$ cat src/pcct_pkg.sv
// Shared types and constants of the pulse-count code transmitter.
// No dependencies; imported by every module of the block.
package pcct_pkg;

    localparam int CFG_W      = 24;  // widest configuration register
    localparam int CFG_ADDR_W = 3;
    localparam int CODE_W     = 8;
    localparam int TEMP_W     = 13;  // signed 9.4 target
    localparam int DIV_W      = 9;   // magnitude of the quantizer dividend
    localparam int DIV_CNT_W  = 4;
    localparam int IN_DATA_W  = 16;
    localparam int OUT_DATA_W = 16;

    // Register indexes
    localparam logic [CFG_ADDR_W-1:0] CFG_FRAME_GAP  = 3'd0;
    localparam logic [CFG_ADDR_W-1:0] CFG_SYNC_LOW   = 3'd1;
    localparam logic [CFG_ADDR_W-1:0] CFG_PULSE_HIGH = 3'd2;
    localparam logic [CFG_ADDR_W-1:0] CFG_PULSE_LOW  = 3'd3;
    localparam logic [CFG_ADDR_W-1:0] CFG_OFF_CODE   = 3'd4;
    localparam logic [CFG_ADDR_W-1:0] CFG_MIN_TEMP   = 3'd5;
    localparam logic [CFG_ADDR_W-1:0] CFG_MAX_TEMP   = 3'd6;
    localparam logic [CFG_ADDR_W-1:0] CFG_TEMP_STEP  = 3'd7;

    // Register reset values
    localparam logic [CFG_W-1:0]  RST_FRAME_GAP  = 24'd100000;
    localparam logic [CFG_W-1:0]  RST_SYNC_LOW   = 24'd3000;
    localparam logic [CFG_W-1:0]  RST_PULSE_HIGH = 24'd500;
    localparam logic [CFG_W-1:0]  RST_PULSE_LOW  = 24'd500;
    localparam logic [CODE_W-1:0] RST_OFF_CODE   = 8'd0;
    localparam logic [CODE_W-1:0] RST_MIN_TEMP   = 8'd40;
    localparam logic [CODE_W-1:0] RST_MAX_TEMP   = 8'd90;
    localparam logic [CODE_W-1:0] RST_TEMP_STEP  = 8'd5;

    // Step used when temp_step is zero
    localparam logic [CODE_W-1:0] DEFAULT_STEP   = 8'd5;

    // Input kind carried in tuser
    localparam logic FUNC_TICK  = 1'b0;
    localparam logic FUNC_APPLY = 1'b1;

    typedef enum logic [1:0] {
        PH_IDLE = 2'd0,
        PH_SYNC = 2'd1,
        PH_HIGH = 2'd2,
        PH_LOW  = 2'd3
    } t_phase;

    typedef enum logic [1:0] {
        ST_IDLE,
        ST_PREP,
        ST_DIV,
        ST_COMMIT
    } t_state;

    // Controller to datapath commands
    typedef struct packed {
        logic capture;   // latch the accepted beat
        logic prep;      // round, clamp and load the divider
        logic div_step;  // one restoring divide step
        logic commit;    // update frame state and load the output register
    } t_cmd;

endpackage

$ cat src/pcct_ctrl.sv
// Sequencer of the pulse-count code transmitter: handshakes and datapath commands.
// Depends on pcct_pkg.
module pcct_ctrl
    import pcct_pkg::*;
(
    input  logic i_clk,
    input  logic i_rst_n,
    input  logic s_axis_tvalid,
    output logic s_axis_tready,
    input  logic s_axis_tuser,
    output logic m_axis_tvalid,
    input  logic m_axis_tready,
    output t_cmd o_cmd
);

    t_state                 r_state, n_state;
    logic [DIV_CNT_W-1:0]   r_cnt, n_cnt;
    logic                   r_out_valid, n_out_valid;
    logic                   w_accept;
    logic                   w_slot_free;

    localparam logic [DIV_CNT_W-1:0] LAST_STEP = DIV_CNT_W'(DIV_W - 1);

    assign w_accept    = s_axis_tvalid && (r_state == ST_IDLE);
    assign w_slot_free = !r_out_valid || m_axis_tready;

    // next state
    always_comb begin
        n_state = r_state;
        n_cnt   = r_cnt;
        case (r_state)
            ST_IDLE: begin
                if (w_accept) begin
                    n_state = (s_axis_tuser == FUNC_APPLY) ? ST_PREP : ST_COMMIT;
                end
            end
            ST_PREP: begin
                n_cnt   = '0;
                n_state = ST_DIV;
            end
            ST_DIV: begin
                n_cnt = r_cnt + 1'b1;
                if (r_cnt == LAST_STEP) begin
                    n_state = ST_COMMIT;
                end
            end
            ST_COMMIT: begin
                if (w_slot_free) begin
                    n_state = ST_IDLE;
                end
            end
            default: n_state = ST_IDLE;
        endcase
    end

    // outputs
    always_comb begin
        o_cmd         = '0;
        s_axis_tready = 1'b0;
        case (r_state)
            ST_IDLE: begin
                s_axis_tready = 1'b1;
                o_cmd.capture = w_accept;
            end
            ST_PREP:   o_cmd.prep     = 1'b1;
            ST_DIV:    o_cmd.div_step = 1'b1;
            ST_COMMIT: o_cmd.commit   = w_slot_free;
            default:   o_cmd          = '0;
        endcase
    end

    always_comb begin
        n_out_valid = r_out_valid;
        if (o_cmd.commit) begin
            n_out_valid = 1'b1;
        end else if (m_axis_tready) begin
            n_out_valid = 1'b0;
        end
    end

    assign m_axis_tvalid = r_out_valid;

    always_ff @(posedge i_clk) begin
        if (!i_rst_n) begin
            r_state     <= ST_IDLE;
            r_cnt       <= '0;
            r_out_valid <= 1'b0;
        end else begin
            r_state     <= n_state;
            r_cnt       <= n_cnt;
            r_out_valid <= n_out_valid;
        end
    end

endmodule

$ cat src/pcct_dp.sv
// Datapath of the pulse-count code transmitter: registers, frame timer,
// command encoder with a serial divider, output register. Depends on pcct_pkg.
module pcct_dp
    import pcct_pkg::*;
#(
    parameter int TIME_WIDTH = 24
) (
    input  logic                  i_clk,
    input  logic                  i_rst_n,
    input  logic                  i_cfg_we,
    input  logic [CFG_ADDR_W-1:0] i_cfg_addr,
    input  logic [CFG_W-1:0]      i_cfg_wdata,
    input  t_cmd                  i_cmd,
    input  logic                  i_func,
    input  logic [IN_DATA_W-1:0]  i_data,
    output logic [OUT_DATA_W-1:0] o_data
);

    localparam int CmpW = (TIME_WIDTH > CFG_W) ? TIME_WIDTH : CFG_W;

    // configuration
    logic [CFG_W-1:0]  r_frame_gap, r_sync_low, r_pulse_high, r_pulse_low;
    logic [CODE_W-1:0] r_off_code, r_min_temp, r_max_temp, r_temp_step;

    always_ff @(posedge i_clk) begin
        if (!i_rst_n) begin
            r_frame_gap  <= RST_FRAME_GAP;
            r_sync_low   <= RST_SYNC_LOW;
            r_pulse_high <= RST_PULSE_HIGH;
            r_pulse_low  <= RST_PULSE_LOW;
            r_off_code   <= RST_OFF_CODE;
            r_min_temp   <= RST_MIN_TEMP;
            r_max_temp   <= RST_MAX_TEMP;
            r_temp_step  <= RST_TEMP_STEP;
        end else if (i_cfg_we) begin
            case (i_cfg_addr)
                CFG_FRAME_GAP:  r_frame_gap  <= i_cfg_wdata;
                CFG_SYNC_LOW:   r_sync_low   <= i_cfg_wdata;
                CFG_PULSE_HIGH: r_pulse_high <= i_cfg_wdata;
                CFG_PULSE_LOW:  r_pulse_low  <= i_cfg_wdata;
                CFG_OFF_CODE:   r_off_code   <= i_cfg_wdata[CODE_W-1:0];
                CFG_MIN_TEMP:   r_min_temp   <= i_cfg_wdata[CODE_W-1:0];
                CFG_MAX_TEMP:   r_max_temp   <= i_cfg_wdata[CODE_W-1:0];
                CFG_TEMP_STEP:  r_temp_step  <= i_cfg_wdata[CODE_W-1:0];
                default: ;
            endcase
        end
    end

    // captured beat
    logic                     r_func, r_mode_off;
    logic signed [TEMP_W-1:0] r_target;

    always_ff @(posedge i_clk) begin
        if (i_cmd.capture) begin
            r_func     <= i_func;
            r_mode_off <= i_data[0];
            r_target   <= $signed(i_data[TEMP_W:1]);
        end
    end

    // round half away from zero, clamp, form the signed dividend
    logic [CODE_W-1:0]        w_step;
    logic [TEMP_W:0]          w_v14, w_mag;
    logic [TEMP_W:0]          w_rnd_sum;
    logic [9:0]               w_rnd;
    logic signed [10:0]       w_t, w_t_min;
    logic [CODE_W-1:0]        w_tc;
    logic signed [9:0]        w_d;
    logic [DIV_W-1:0]         w_dmag;

    assign w_step    = (r_temp_step == '0) ? DEFAULT_STEP : r_temp_step;
    assign w_v14     = {r_target[TEMP_W-1], r_target};
    assign w_mag     = r_target[TEMP_W-1] ? ((TEMP_W+1)'(0) - w_v14) : w_v14;
    assign w_rnd_sum = w_mag + (TEMP_W+1)'(8);
    assign w_rnd     = w_rnd_sum[TEMP_W:4];

    always_comb begin
        w_t     = r_target[TEMP_W-1] ? -$signed({1'b0, w_rnd}) : $signed({1'b0, w_rnd});
        w_t_min = (w_t < $signed({3'b000, r_min_temp})) ? $signed({3'b000, r_min_temp}) : w_t;
        w_tc    = (w_t_min > $signed({3'b000, r_max_temp})) ? r_max_temp
                                                              : w_t_min[CODE_W-1:0];
        w_d     = $signed({2'b00, w_tc}) - $signed({2'b00, r_min_temp})
                  + $signed({3'b000, w_step[CODE_W-1:1]});
        w_dmag  = w_d[9] ? DIV_W'(-w_d) : w_d[DIV_W-1:0];
    end

    // restoring divider; only the remainder is needed
    logic                r_dsign;
    logic [DIV_W-1:0]    r_dmag, r_shift;
    logic [CODE_W-1:0]   r_rem;
    logic [DIV_W-1:0]    w_trial, w_trial_sub;
    logic [DIV_W-1:0]    w_mq;
    logic [CODE_W-1:0]   w_div_code;

    assign w_trial     = {r_rem, r_shift[DIV_W-1]};
    assign w_trial_sub = w_trial - {1'b0, w_step};

    always_ff @(posedge i_clk) begin
        if (i_cmd.prep) begin
            r_dsign <= w_d[9];
            r_dmag  <= w_dmag;
            r_shift <= w_dmag;
            r_rem   <= '0;
        end else if (i_cmd.div_step) begin
            r_shift <= {r_shift[DIV_W-2:0], 1'b0};
            r_rem   <= (w_trial >= {1'b0, w_step}) ? w_trial_sub[CODE_W-1:0]
                                                   : w_trial[CODE_W-1:0];
        end
    end

    // quotient times step equals dividend minus remainder
    assign w_mq       = r_dmag - {1'b0, r_rem};
    assign w_div_code = r_dsign ? (r_min_temp - w_mq[CODE_W-1:0])
                                : (r_min_temp + w_mq[CODE_W-1:0]);

    // frame state
    t_phase                  r_phase, n_phase;
    logic                    r_line, n_line;
    logic [TIME_WIDTH-1:0]   r_elapsed, n_elapsed, w_elapsed_inc;
    logic [CODE_W-1:0]       r_pulses, n_pulses, w_pulses_dec;
    logic [CODE_W-1:0]       r_code, n_code;
    logic                    r_have_cmd, n_have_cmd;
    logic [CmpW-1:0]         w_el;
    logic [CODE_W-1:0]       w_sel_code;

    assign w_elapsed_inc = (r_elapsed == '1) ? r_elapsed : r_elapsed + 1'b1;
    assign w_el          = CmpW'(w_elapsed_inc);
    assign w_pulses_dec  = (r_pulses != '0) ? r_pulses - 1'b1 : r_pulses;

    always_comb begin
        n_phase    = r_phase;
        n_line     = r_line;
        n_elapsed  = r_elapsed;
        n_pulses   = r_pulses;
        n_code     = r_code;
        n_have_cmd = r_have_cmd;
        if (r_func == FUNC_APPLY) begin
            n_code     = r_mode_off ? r_off_code : w_div_code;
            n_have_cmd = 1'b1;
        end else begin
            n_elapsed = w_elapsed_inc;
            case (r_phase)
                PH_IDLE: begin
                    if (w_el >= CmpW'(r_frame_gap)) begin
                        n_pulses  = r_have_cmd ? r_code : r_off_code;
                        n_phase   = PH_SYNC;
                        n_line    = 1'b0;
                        n_elapsed = '0;
                    end
                end
                PH_SYNC: begin
                    if (w_el >= CmpW'(r_sync_low)) begin
                        n_phase   = PH_HIGH;
                        n_line    = 1'b1;
                        n_elapsed = '0;
                    end
                end
                PH_HIGH: begin
                    if (w_el >= CmpW'(r_pulse_high)) begin
                        n_phase   = PH_LOW;
                        n_line    = 1'b0;
                        n_elapsed = '0;
                    end
                end
                PH_LOW: begin
                    if (w_el >= CmpW'(r_pulse_low)) begin
                        n_pulses  = w_pulses_dec;
                        n_elapsed = '0;
                        // a zero code still sends its one pulse
                        if (w_pulses_dec == '0) begin
                            n_phase = PH_IDLE;
                            n_line  = 1'b0;
                        end else begin
                            n_phase = PH_HIGH;
                            n_line  = 1'b1;
                        end
                    end
                end
                default: n_phase = PH_IDLE;
            endcase
        end
    end

    assign w_sel_code = n_have_cmd ? n_code : r_off_code;

    always_ff @(posedge i_clk) begin
        if (!i_rst_n) begin
            r_phase    <= PH_IDLE;
            r_line     <= 1'b0;
            r_elapsed  <= '0;
            r_pulses   <= '0;
            r_code     <= '0;
            r_have_cmd <= 1'b0;
        end else if (i_cmd.commit) begin
            r_phase    <= n_phase;
            r_line     <= n_line;
            r_elapsed  <= n_elapsed;
            r_pulses   <= n_pulses;
            r_code     <= n_code;
            r_have_cmd <= n_have_cmd;
        end
    end

    // output register: line_level, phase, pulse_code from bit 0 up
    logic [OUT_DATA_W-1:0] r_out;

    always_ff @(posedge i_clk) begin
        if (i_cmd.commit) begin
            r_out <= {(OUT_DATA_W-11)'(0), w_sel_code, n_phase, n_line};
        end
    end

    assign o_data = r_out;

endmodule

$ cat src/pulse_count_code_transmitter_core.sv
// Pulse-count code transmitter: frame timer and heater command encoder.
// Top level; instantiates pcct_ctrl and pcct_dp, depends on pcct_pkg.
//
// Usage:
//   The slave channel takes one beat per event: tuser = 0 is a one microsecond
//   tick that advances the frame timer, tuser = 1 applies a heater command
//   (mode_off and a signed 9.4 target in tdata) for the next frame. Each beat
//   yields one master beat with line level, frame phase and selected code.
//   A frame is an idle gap, a low sync phase and N high/low pulse pairs, N
//   being the selected code (zero still sends one pulse). Write registers
//   through i_cfg_we / i_cfg_addr / i_cfg_wdata only while no beat is in flight.
// Sequencing:
//   A tick beat goes from accept straight to commit; an apply beat passes
//   through prep, a 9-step restoring divide and commit. s_axis_tready is high
//   only while the sequencer is idle, so the next beat is taken only after the
//   previous one has committed and loaded the output register.
// Reset and stall:
//   Synchronous active-low reset restores register defaults, clears the frame
//   state and drops m_axis_tvalid. A stalled result holds in the output register;
//   the next beat is still processed, and its commit waits for the register.
module pulse_count_code_transmitter_core
    import pcct_pkg::*;
#(
    parameter int TIME_WIDTH = 24
) (
    input  logic                  i_clk,
    input  logic                  i_rst_n,
    // configuration write port
    input  logic                  i_cfg_we,
    input  logic [CFG_ADDR_W-1:0] i_cfg_addr,
    input  logic [CFG_W-1:0]      i_cfg_wdata,
    // input beats
    input  logic                  s_axis_tvalid,
    output logic                  s_axis_tready,
    input  logic [IN_DATA_W-1:0]  s_axis_tdata,  // [0] mode_off, [13:1] target_temp
    input  logic                  s_axis_tuser,  // [0] func
    // result beats
    output logic                  m_axis_tvalid,
    input  logic                  m_axis_tready,
    output logic [OUT_DATA_W-1:0] m_axis_tdata   // [0] line_level, [2:1] phase,
                                                 // [10:3] pulse_code
);

    t_cmd w_cmd;

    pcct_ctrl u_ctrl (
        .i_clk         (i_clk),
        .i_rst_n       (i_rst_n),
        .s_axis_tvalid (s_axis_tvalid),
        .s_axis_tready (s_axis_tready),
        .s_axis_tuser  (s_axis_tuser),
        .m_axis_tvalid (m_axis_tvalid),
        .m_axis_tready (m_axis_tready),
        .o_cmd         (w_cmd)
    );

    pcct_dp #(
        .TIME_WIDTH (TIME_WIDTH)
    ) u_dp (
        .i_clk       (i_clk),
        .i_rst_n     (i_rst_n),
        .i_cfg_we    (i_cfg_we),
        .i_cfg_addr  (i_cfg_addr),
        .i_cfg_wdata (i_cfg_wdata),
        .i_cmd       (w_cmd),
        .i_func      (s_axis_tuser),
        .i_data      (s_axis_tdata),
        .o_data      (m_axis_tdata)
    );

endmodule

$ cat config.mk
export PLATFORM = sky130hd
export DESIGN_NAME = pulse_count_code_transmitter_core
export DESIGN_NICKNAME = d
export VERILOG_FILES = /design/src/pcct_pkg.sv /design/src/pcct_ctrl.sv /design/src/pcct_dp.sv /design/src/pulse_count_code_transmitter_core.sv
export SDC_FILE = /design/constraint.sdc
export NUM_CORES = 1
export LEC_CHECK = 0
export ABC_AREA = 1
export BUFFER_PORTS_ARGS = -buffer_cell sky130_fd_sc_hd__buf_2
export CORE_MARGIN = 1
export CORE_UTILIZATION = 40
export CTS_CLUSTER_DIAMETER = 50
export DETAILED_ROUTE_END_ITERATION = 8
export PLACE_DENSITY_LB_ADDON = 0.12
export REMOVE_ABC_BUFFERS = 1
export SKIP_CTS_REPAIR_TIMING = 1
export SYNTH_ARGS = -nofsm -noshare
export SYNTH_HDL_FRONTEND = slang
export SYNTH_SLANG_ARGS = --single-unit
$ cat constraint.sdc
create_clock -name i_clk -period 18.2 [get_ports i_clk]
set_input_delay 0.91 -clock i_clk [delete_from_list [all_inputs] [get_ports i_clk]]
set_output_delay 0.91 -clock i_clk [all_outputs]
set_load 0.005 [all_outputs]
=== After elaboration in Yosys (flattened, before gate mapping) ===
Index checks and enable logic that the tools add are counted.

* Register bits after elaboration: 231
* Input bits: 49
* Output and inout port bits: 18

* Add/sub/neg operators: 13
* Magnitude comparators: 7
* Equality and inequality tests: 20
* Mux-type cells: 52
* Bitwise gates (word level): 1
* Reductions and logical operators: 24

{| class="wikitable"
|+ Operator list
! operator !! count
|-
| 2-to-1 mux 24 bit || 5
|-
| greater-or-equal comparator 24 bit || 4
|-
| case mux 24 bit (4 select lines) || 1
|-
| 2-to-1 mux 8 bit || 11
|-
| 2-to-1 mux 9 bit || 3
|-
| adder 24 x 1 -> 24 bit, second input constant || 1
|-
| == test 24 bit, second input constant || 1
|-
| subtractor 8 bit || 3
|-
| 2-to-1 mux 11 bit || 2
|-
| 2-to-1 mux 2 bit || 10
|-
| AND reduction 2 bit || 9
|-
| zero test 8 bit || 2
|-
| case mux 2 bit (4 select lines) || 2
|-
| case mux 8 bit (2 select lines) || 1
|-
| adder 14 x 4 -> 14 bit, second input constant || 1
|-
| 2-to-1 mux 1 bit || 14
|-
| 2-to-1 mux 14 bit || 1
|-
| subtractor 1 x 13 -> 14 bit, first input constant || 1
|-
| == test 3 bit, second input constant || 4
|-
| > comparator 11 x 9 -> 1 bit || 1
|-
| less-than comparator 11 x 9 -> 1 bit || 1
|-
| negation 10 -> 11 bit || 1
|-
| adder 9 x 8 -> 10 bit || 1
|-
| inequality test 2 x 1 -> 1 bit, second input constant || 5
|-
| other kinds (23) || 32
|}

=== Logic depth before layout (Yosys ltp) ===
Gate-level depths: netlist of run 1.

* Depth after elaboration: 14
* Depth in mapped cells: 60
* Gate-level depth less buffers: 59

=== Hierarchy ===
From an unflattened synthesis of run 1, not the netlist that was laid out.

* Cells, all modules: 2,086
* Area, all modules: 15,298.4 µm²

{| class="wikitable"
|+ Modules (own cells, without submodules)
! module !! instances !! cells each !! area an instance (µm²) !! sequential area each (µm²)
|-
| pcct_dp || 1 || 2,021 || 14,843.0 || 4,924.7
|-
| pcct_ctrl || 1 || 65 || 455.4 || 140.1
|}

=== Worst setup path before layout of run 1 ===
Ideal clock, no wire load.

* Path type: reg2reg
* Start: register u_dp.r_target[2]
* End: register u_dp.r_shift[8] (data pin)
* Arrival: 7.470 ns
* Slack: 10.477 ns
* Stages on the path, launching flop included: 51
* Period minus slack after synthesis: 7.723 ns
* Path through: edfxtp_1 > nor2_4 > nand2_2 > nand3_1 > nand2_1 > ha_1 > xnor2_2 > ha_1 > nand3_1 > nor2_1 > nand2_2 > o21ai_1 > xor2_1 > ha_1 > a21oi_1 > o221ai_1 > a21oi_1 > nand2_1 > [15 not listed] > nand2_1 > ha_1 > inv_1 > fa_1 > xor2_1 > ha_1 > a21oi_1 > nand2_1 > a21o_1 > a21oi_1 > xor2_1 > nand2_1 > nor2_1 > nand2_1 > o21ai_0 > nand3b_1 > nand3_1 > nand2_1

* Cells in the longest elaborated chain, start to end: 14

{| class="wikitable"
|+ Ends and longest elaborated chain
! what !! line !! text
|-
| start: declaration || pcct_dp.sv:52 || <nowiki>logic signed [TEMP_W-1:0] r_target;</nowiki>
|-
| start signal: assignment || pcct_dp.sv:58 || <nowiki>r_target <= $signed(i_data[TEMP_W:1]);</nowiki>
|-
| subtractor 1 x 13 -> 14 bit || pcct_dp.sv:74 || <nowiki>assign w_mag = r_target[TEMP_W-1] ? ((TEMP_W+1)'(0) - w_v14) : w_v14;</nowiki>
|-
| 2-to-1 mux 14 bit (*) || pcct_dp.sv:74 ||
|-
| adder 14 x 4 -> 14 bit (*) || pcct_dp.sv:75 || <nowiki>assign w_rnd_sum = w_mag + (TEMP_W+1)'(8);</nowiki>
|-
| negation 10 -> 11 bit || pcct_dp.sv:79 || <nowiki>w_t = r_target[TEMP_W-1] ? -$signed({1'b0, w_rnd}) : $signed({1'b0, w_rnd});</nowiki>
|-
| 2-to-1 mux 11 bit (*) || pcct_dp.sv:79 ||
|-
| less-than comparator 11 x 9 -> 1 bit || pcct_dp.sv:80 || <nowiki>w_t_min = (w_t < $signed({3'b000, r_min_temp})) ? $signed({3'b000, r_min_temp}) : w_t;</nowiki>
|-
| 2-to-1 mux 11 bit (*) || pcct_dp.sv:80 ||
|-
| > comparator 11 x 9 -> 1 bit || pcct_dp.sv:81 || <nowiki>w_tc = (w_t_min > $signed({3'b000, r_max_temp})) ? r_max_temp</nowiki>
|-
| 2-to-1 mux 8 bit (*) || pcct_dp.sv:81 ||
|-
| subtractor 8 x 8 -> 9 bit (*) || pcct_dp.sv:83 || <nowiki>w_d = $signed({2'b00, w_tc}) - $signed({2'b00, r_min_temp})</nowiki>
|-
| adder 9 x 8 -> 10 bit (*) || pcct_dp.sv:84 || <nowiki>+ $signed({3'b000, w_step[CODE_W-1:1]});</nowiki>
|-
| negation 9 bit || pcct_dp.sv:85 || <nowiki>w_dmag = w_d[9] ? DIV_W'(-w_d) : w_d[DIV_W-1:0];</nowiki>
|-
| 2-to-1 mux 9 bit (*) || pcct_dp.sv:85 ||
|-
| 2-to-1 mux 9 bit (*) || pcct_dp.sv:100 || <nowiki>if (i_cmd.prep) begin</nowiki>
|-
| end signal: assignment || pcct_dp.sv:103 || <nowiki>r_shift <= w_dmag;</nowiki>
|-
| end signal: assignment || pcct_dp.sv:106 || <nowiki>r_shift <= {r_shift[DIV_W-2:0], 1'b0};</nowiki>
|-
| end: declaration || pcct_dp.sv:90 || <nowiki>logic [DIV_W-1:0] r_dmag, r_shift;</nowiki>
|}

Every way passes the cells marked *; elsewhere a longest branch is shown, timed or not.
A chain may end at the register's enable or synchronous reset.

=== Worst setup path after layout of run 1 ===
* Start: register u_dp.r_target[12]
* End: register u_dp.r_shift[8] (data pin)

* Cells in the longest elaborated chain, start to end: 14

{| class="wikitable"
|+ Ends and longest elaborated chain
! what !! line
|-
| subtractor 1 x 13 -> 14 bit || pcct_dp.sv:74
|-
| 2-to-1 mux 14 bit || pcct_dp.sv:74
|-
| adder 14 x 4 -> 14 bit || pcct_dp.sv:75
|-
| negation 10 -> 11 bit || pcct_dp.sv:79
|-
| 2-to-1 mux 11 bit (*) || pcct_dp.sv:79
|-
| less-than comparator 11 x 9 -> 1 bit || pcct_dp.sv:80
|-
| 2-to-1 mux 11 bit (*) || pcct_dp.sv:80
|-
| > comparator 11 x 9 -> 1 bit || pcct_dp.sv:81
|-
| 2-to-1 mux 8 bit (*) || pcct_dp.sv:81
|-
| subtractor 8 x 8 -> 9 bit (*) || pcct_dp.sv:83
|-
| adder 9 x 8 -> 10 bit (*) || pcct_dp.sv:84
|-
| negation 9 bit || pcct_dp.sv:85
|-
| 2-to-1 mux 9 bit (*) || pcct_dp.sv:85
|-
| 2-to-1 mux 9 bit (*) || pcct_dp.sv:100
|}

Marked as above.

==> results.md, run 1 <==
* Largest vdd supply drop at 0.00008079 V
* Headroom to the max-slew limit at 25.66%
* Syn Std Cell Area at 0.01574 mm2
* Yosys reg bits at 231
* CTS Buf Count at 36
* GPL Wtd Cong at 0.8576
* Drt pass-1 iters at 5
* Status: finished, final reports clean
* Critical Path Fanout Max at 32
* Layout overhead on the synthesized area at 12.88%
* CTS sink cnt at 231
* Vias post-DR at 14370
* Post-layout min period at 9.055 ns
* Critical Setup Path Class: flop to flop
* CP dominant cell by count: nand2_1
* Post-Route Skew at 0.03237 ns
* Initial Util at 40.64%
* Die width at 200.4 um
* Sequential share of the synthesized area at 32.18%
* Initial antenna violation count at 2
* N_diodes at 0
* CTS tree: built
* First-pass GRT wire length at 70380 um
* Clk_lat worst skew at 0.55 ns
* DP HPWL at 31420 um
* Syn. warnings at 0
* Critical path endpoint category: flop
* Leakage at 7.899 nW
* Final hold violations at 0
* Die height at 200.4 um
* Post-Place Cells at 2690
* Share of layout cells above drive strength 1 at 8.449%
* Max Cap Viol at 0
* Setup violations, final at 0
* Die area at 0.04015 mm2
* Row count at 72
* Final-stage net count at 2426
* Power Density at 134.3 mW/mm2
* Filler instances at 3996
* Remaining Overflow, GRT at 0
* Crit start category: flop
* Async SR Flop Fraction at 0%
* Yosys cell types at 49
* Final wirelength at 43570 um
* Starting DRT DRC Count at 884
* Core area at 0.03874 mm2
* H-tree levels at 2
* WP data arrival at 9.35 ns
* Pins Over Slew Limit at 0
* CTS root buf: clkbuf_16
* # IOs at 67
* Fin Setup TNS at 0 ns
* DRT antenna net count at 0
* Worst-path clk slew at 0.06 ns
* Fmax at 110.4 MHz
* Post-route insts no fill at 2755
* Post-synth EDFFs at 44
* Port Buf Inserts at 59
* Vias in the first global route at 13580
* Slew @ Worst Pin at 1.114 ns
* Synthesized area per cell at 7.227 um2
* Largest stage delay, worst path at 0.96 ns
* Cells after Synth at 2178
* Critical-path top delay cell: edfxtp_1
* Top Family by Delay on Critical Path: compound AO/OA/AOI/OAI gates
* CP required at 18.50 ns
* Gr usage total at 21.76%
* Worst Path Buf+Inv at 2
* Largest net degree at the start of global routing at 78
* DRC violations left at 0
* Routed WL per cell at 15.81 um
* Synth Flop Type: dfxtp_1
* Crit share post-route at 49.75%
* Min-Delay Path Class: flop to flop
* Post-DR vias/cell at 5.215
* Maximum clock insertion buffer count at 3
* RSZ-0062 raised after global routing: false
-- per-stage QoR --
stage	util [%]	setup slack [ns]	total power, mW	area, um2	hold slack, ns
6_report	45.87	9.145	2.386	17770	0.4615
5_1_grt	45.87	7.880	2.582	17770	0.4743
4_1_cts	45.87	9.102	2.410	17770	0.4617
3_5_place_dp	42.58	9.128	1.660	16500	0.4536
3_3_place_gp	42.58	9.284	1.639	16500	0.4464
2_1_floorplan	-	10.40	1.430	15390	0.4347
-- power breakdown --
group / internal, mW / switching [mW] / total, mW
registers: 0.613 / 0.0386 / 0.651
logic: 0.373 / 0.624 / 0.996
clock network: 0.469 / 0.269 / 0.738
total: 1.45 / 0.931 / 2.39
-- path summary, 6_finish.rpt --
kind	depth (start not counted)	slack, ns	from	end
worst min-delay path	2	0.46	u_dp.r_sync_low[14]$_SDFFE_PN0P_	u_dp.r_sync_low[14]$_SDFFE_PN0P_
worst min register to register	2	0.46	u_dp.r_sync_low[14]$_SDFFE_PN0P_	u_dp.r_sync_low[14]$_SDFFE_PN0P_
worst max register to register	48	9.14	u_dp.r_target[12]$_DFFE_PP_	u_dp.r_shift[8]$_DFFE_PP_
worst max-delay path	48	9.14	u_dp.r_target[12]$_DFFE_PP_	u_dp.r_shift[8]$_DFFE_PP_
-- cells by family (layout without fill, tap and decap cells) --
family | after synthesis | after routing | share of synthesized area (%)
adders and majority gates | 167 | 167 | 13.51
DFF | 231 | 231 | 32.18
other | 1 | 5 | 0.02382
buffers and inverters | 399 | 454 | 9.681
AOI/OAI and AO/OA | 513 | 513 | 17.63
xor gates and xnor gates | 67 | 67 | 3.823
and+or+nand+nor | 798 | 798 | 23.03
muxes | 2 | 2 | 0.1272
-- area by class of cell --
type                            count  area (um2)  area share (%)
Clock buffer                       41       960.9           5.408
Clock inverter                     24       311.5           1.753
Inverter                          309        1160           6.528
Multi-Input combinational cell   1552        9168           51.59
Sequential cell                   231        5065           28.51
Tap cell                          518       648.1           3.648
Timing Repair Buffer               80       455.4           2.563
-- cell usage after synthesis, types with 8 or more instances --
library cell | n | share of area (%)
a211oi_1 | 8 | 0.38
a21oi_1 | 255 | 8.1
clkbuf_1 | 76 | 1.8
dfxtp_1 | 187 | 24
edfxtp_1 | 44 | 8.4
ha_1 | 162 | 13
inv_1 | 297 | 7.1
nand2_1 | 390 | 9.3
nand2_2 | 10 | 0.40
nand3_1 | 120 | 3.8
nand4_1 | 102 | 4.1
nor2_1 | 102 | 2.4
nor2_2 | 12 | 0.48
nor3_1 | 30 | 0.95
o211ai_1 | 40 | 1.9
o21ai_0 | 171 | 5.4
xnor2_1 | 13 | 0.72
xor2_1 | 52 | 2.9
-- worst reg2reg max path, delay by kind of cell (launching register included) --
family	cells	cell delay, ns
AO/OA/AOI/OAI	14	2.46
adder cells (fa/ha/maj)	8	2.25
AND/OR/NAND/NOR	20	1.87
flip-flops	1	0.96
XOR/XNOR	4	0.92
buffers and inverters	2	0.36
-- cells in the final DEF (no fill, tap or decap), types with 13 or more instances in the layout --
cell and instances:
o211ai_1 40, nand2_1 390, nor2_1 102, clkbuf_16 37, xnor2_1 13, buf_2 58
inv_1 297, a21oi_1 255, buf_4 22, nand4_1 102, xor2_1 52, nor3_1 30
ha_1 162, nand3_1 120, o21ai_0 171, edfxtp_1 44, dfxtp_1 187
-- registers in the layout, indices dropped and copies added (netlist names), 2 cells and up --
signal	count
u_dp.r_pulses	8
u_dp.r_phase	2
u_dp.r_temp_step	8
u_dp.r_shift	9
u_dp.r_rem	8
u_dp.r_dmag	8
u_ctrl.r_cnt	4
u_ctrl.r_state	2
u_dp.r_sync_low	24
u_dp.r_frame_gap	24
u_dp.r_off_code	8
u_dp.o_data	11
u_dp.r_min_temp	8
u_dp.r_code	8
u_dp.r_target	13
u_dp.r_pulse_low	24
u_dp.r_max_temp	8
u_dp.r_pulse_high	24
u_dp.r_elapsed	24
-- routing by layer --
metal | vias up | routed length, um | global-route usage (%)
li1 | 7437 | - | -
met1 | 6611 | 20990 | 29.20
met2 | 265 | 19900 | 35.99
met3 | 52 | 1766 | 3.108
met4 | 2 | 891 | 6.843
met5 | - | 12 | 0
Power figures use the tool's default switching activity.
==> inputs of run 2 (changes only) <==
==> constraint.sdc (replaced) <==
create_clock -name i_clk -period 9.35 [get_ports i_clk]
set_input_delay 0.4675 -clock i_clk [delete_from_list [all_inputs] [get_ports i_clk]]
set_output_delay 0.4675 -clock i_clk [all_outputs]
set_load 0.005 [all_outputs]
==> run 2 against run 1 <==
Against the previous run:
- power rose by 90%
- sequential power rose by 94%
- sequential share of layout area rose by 0.11 points
- maximum frequency rose by 7.1%
- utilization fell by 0.18 points
- die area did not move
- sequential cell count did not move
- combinational power rose by 96%
- global-route usage fell by 0.20 points
- largest cell class unchanged
- largest power group unchanged
- highest routed layer is now met4
==> results.md, run 2 (synthesized netlist as in run 1, its figures left out) <==
* Status: finished, final reports clean
* RSZ-0062 raised after global routing: false
* Filler instances at 3958
* Headroom to the max-slew limit at 26.67%
* Layout overhead on the synthesized area at 12.42%
* Final hold violations at 0
* Maximum clock insertion buffer count at 3
* N_diodes at 0
* WP data arrival at 8.75 ns
* Worst-path clk slew at 0.06 ns
* GPL Wtd Cong at 0.8550
* Core area at 0.03874 mm2
* Largest net degree at the start of global routing at 84
* Largest vdd supply drop at 0.0001385 V
* Row count at 72
* CTS sink cnt at 231
* Multi-input logic area at 0.009170 mm2
* Critical Path Fanout Max at 10
* Routed WL per cell at 15.73 um
* Slew @ Worst Pin at 1.099 ns
* CTS Buf Count at 36
* Die height at 200.4 um
* Final-stage net count at 2428
* Port Buf Inserts at 59
* Critical Setup Path Class: flop to flop
* Most common cell after layout, fill and taps aside: nand2_1
* Critical-path top delay cell: edfxtp_1
* H-tree levels at 2
* Post-Place Cells at 2690
* Post-layout min period at 8.454 ns
* Post-Route Skew at 0.02663 ns
* DRT antenna net count at 0
* Crit share post-route at 90.42%
* Starting DRT DRC Count at 866
* # IOs at 67
* Final core utilization at 45.68%
* Post-route setup slack at 0.8959 ns
* First-pass GRT wire length at 70260 um
* Post-DR vias/cell at 5.252
* Pre-CTS setup slack at 0.7183 ns
* Setup violations, final at 0
* Final wirelength at 43310 um
* Initial Util at 40.64%
* Min-Delay Path Class: input pin to flop
* Max Cap Viol at 0
* Drt pass-1 iters at 7
* Crit start category: flop
* CTS tree: built
* Initial antenna violation count at 0
* Fin Setup TNS at 0 ns
* Clk_lat worst skew at 0.54 ns
* DP HPWL at 31320 um
* Critical path endpoint category: flop
* DRC violations left at 0
* Largest stage delay, worst path at 0.42 ns
* Pins Over Slew Limit at 0
* Gr usage total at 21.56%
* CP required at 9.65 ns
* Post-route insts no fill at 2754
* Fmax at 118.3 MHz
* CTS root buf: clkbuf_16
* CP dominant cell by count: nand2_1
* Vias post-DR at 14460
* Seq. cell area at 0.005065 mm2
* Die width at 200.4 um
* Vias in the first global route at 13600
* Die area at 0.04015 mm2
* Share of layout cells above drive strength 1 at 8.318%
* Remaining Overflow, GRT at 0
* Power Density at 256.7 mW/mm2
* Leakage at 7.858 nW
* Most frequent cells in the layout: 390 x nand2_1, 297 x inv_1, 255 x a21oi_1
-- run 2: changes by cell type in the layout (fill, tap and decap cells not counted), sizes merged --
cell	change
bufinv	-3
buf	+2
inv	-4
clkinv	+1
clkbuf	+3
-- run 2: path summary, 6_finish.rpt --
kind                                                          from                            endpoint  slack [ns]  cells after the start
worst max-delay path                    u_dp.r_target[2]$_DFFE_PP_           u_dp.r_shift[8]$_DFFE_PP_        0.90                     49
worst min register to register  u_dp.r_pulse_high[11]$_SDFFE_PN0P_  u_dp.r_pulse_high[11]$_SDFFE_PN0P_        0.46                      2
worst max register to register          u_dp.r_target[2]$_DFFE_PP_           u_dp.r_shift[8]$_DFFE_PP_        0.90                     49
worst min-delay path                              s_axis_tdata[10]          u_dp.r_target[9]$_DFFE_PP_        0.09                      1
-- run 2: worst max-delay path: cells and delay by family (launching register included) --
family,cells,cell delay [ns]
compound gates,14,2.38
xor+xnor,4,0.92
fa+ha+maj,8,2.24
buf+inv,2,0.27
flops,1,0.42
simple gates,21,1.99
-- run 2: per-layer routing --
metal	wire, um	vias up	share of wire, %	track usage [%]
li1	-	7444	-	-
met1	20720	6675	48	28.69
met2	19510	276	45	35.24
met3	1904	68	4.4	3.368
met4	1180	0	2.7	7.797
met5	0	-	0	0
-- run 2: cell type report --
type	count	share of cell area, %
clock buffers	44	5.557
clock inverters	18	1.110
inverters	309	6.575
multi-input cells	1552	51.82
flip-flops and latches	231	28.62
well taps	518	3.662
repair buffers	82	2.658
-- run 2: where the power goes --
group | switching [mW] | internal (mW)
Combinational | 1.22 | 0.730
Clock | 0.499 | 0.833
Sequential | 0.0707 | 1.19
-- run 2: stage by stage --
step                power (mW)  hold WS [ns]  area, um2
CTS                      4.592       0.06828      17680
floorplan                2.783        0.4347      15390
global route             4.910       0.07723      17700
global placement         3.183        0.4459      16500
detailed placement       3.233        0.4534      16500
finish                   4.542       0.09218      17700
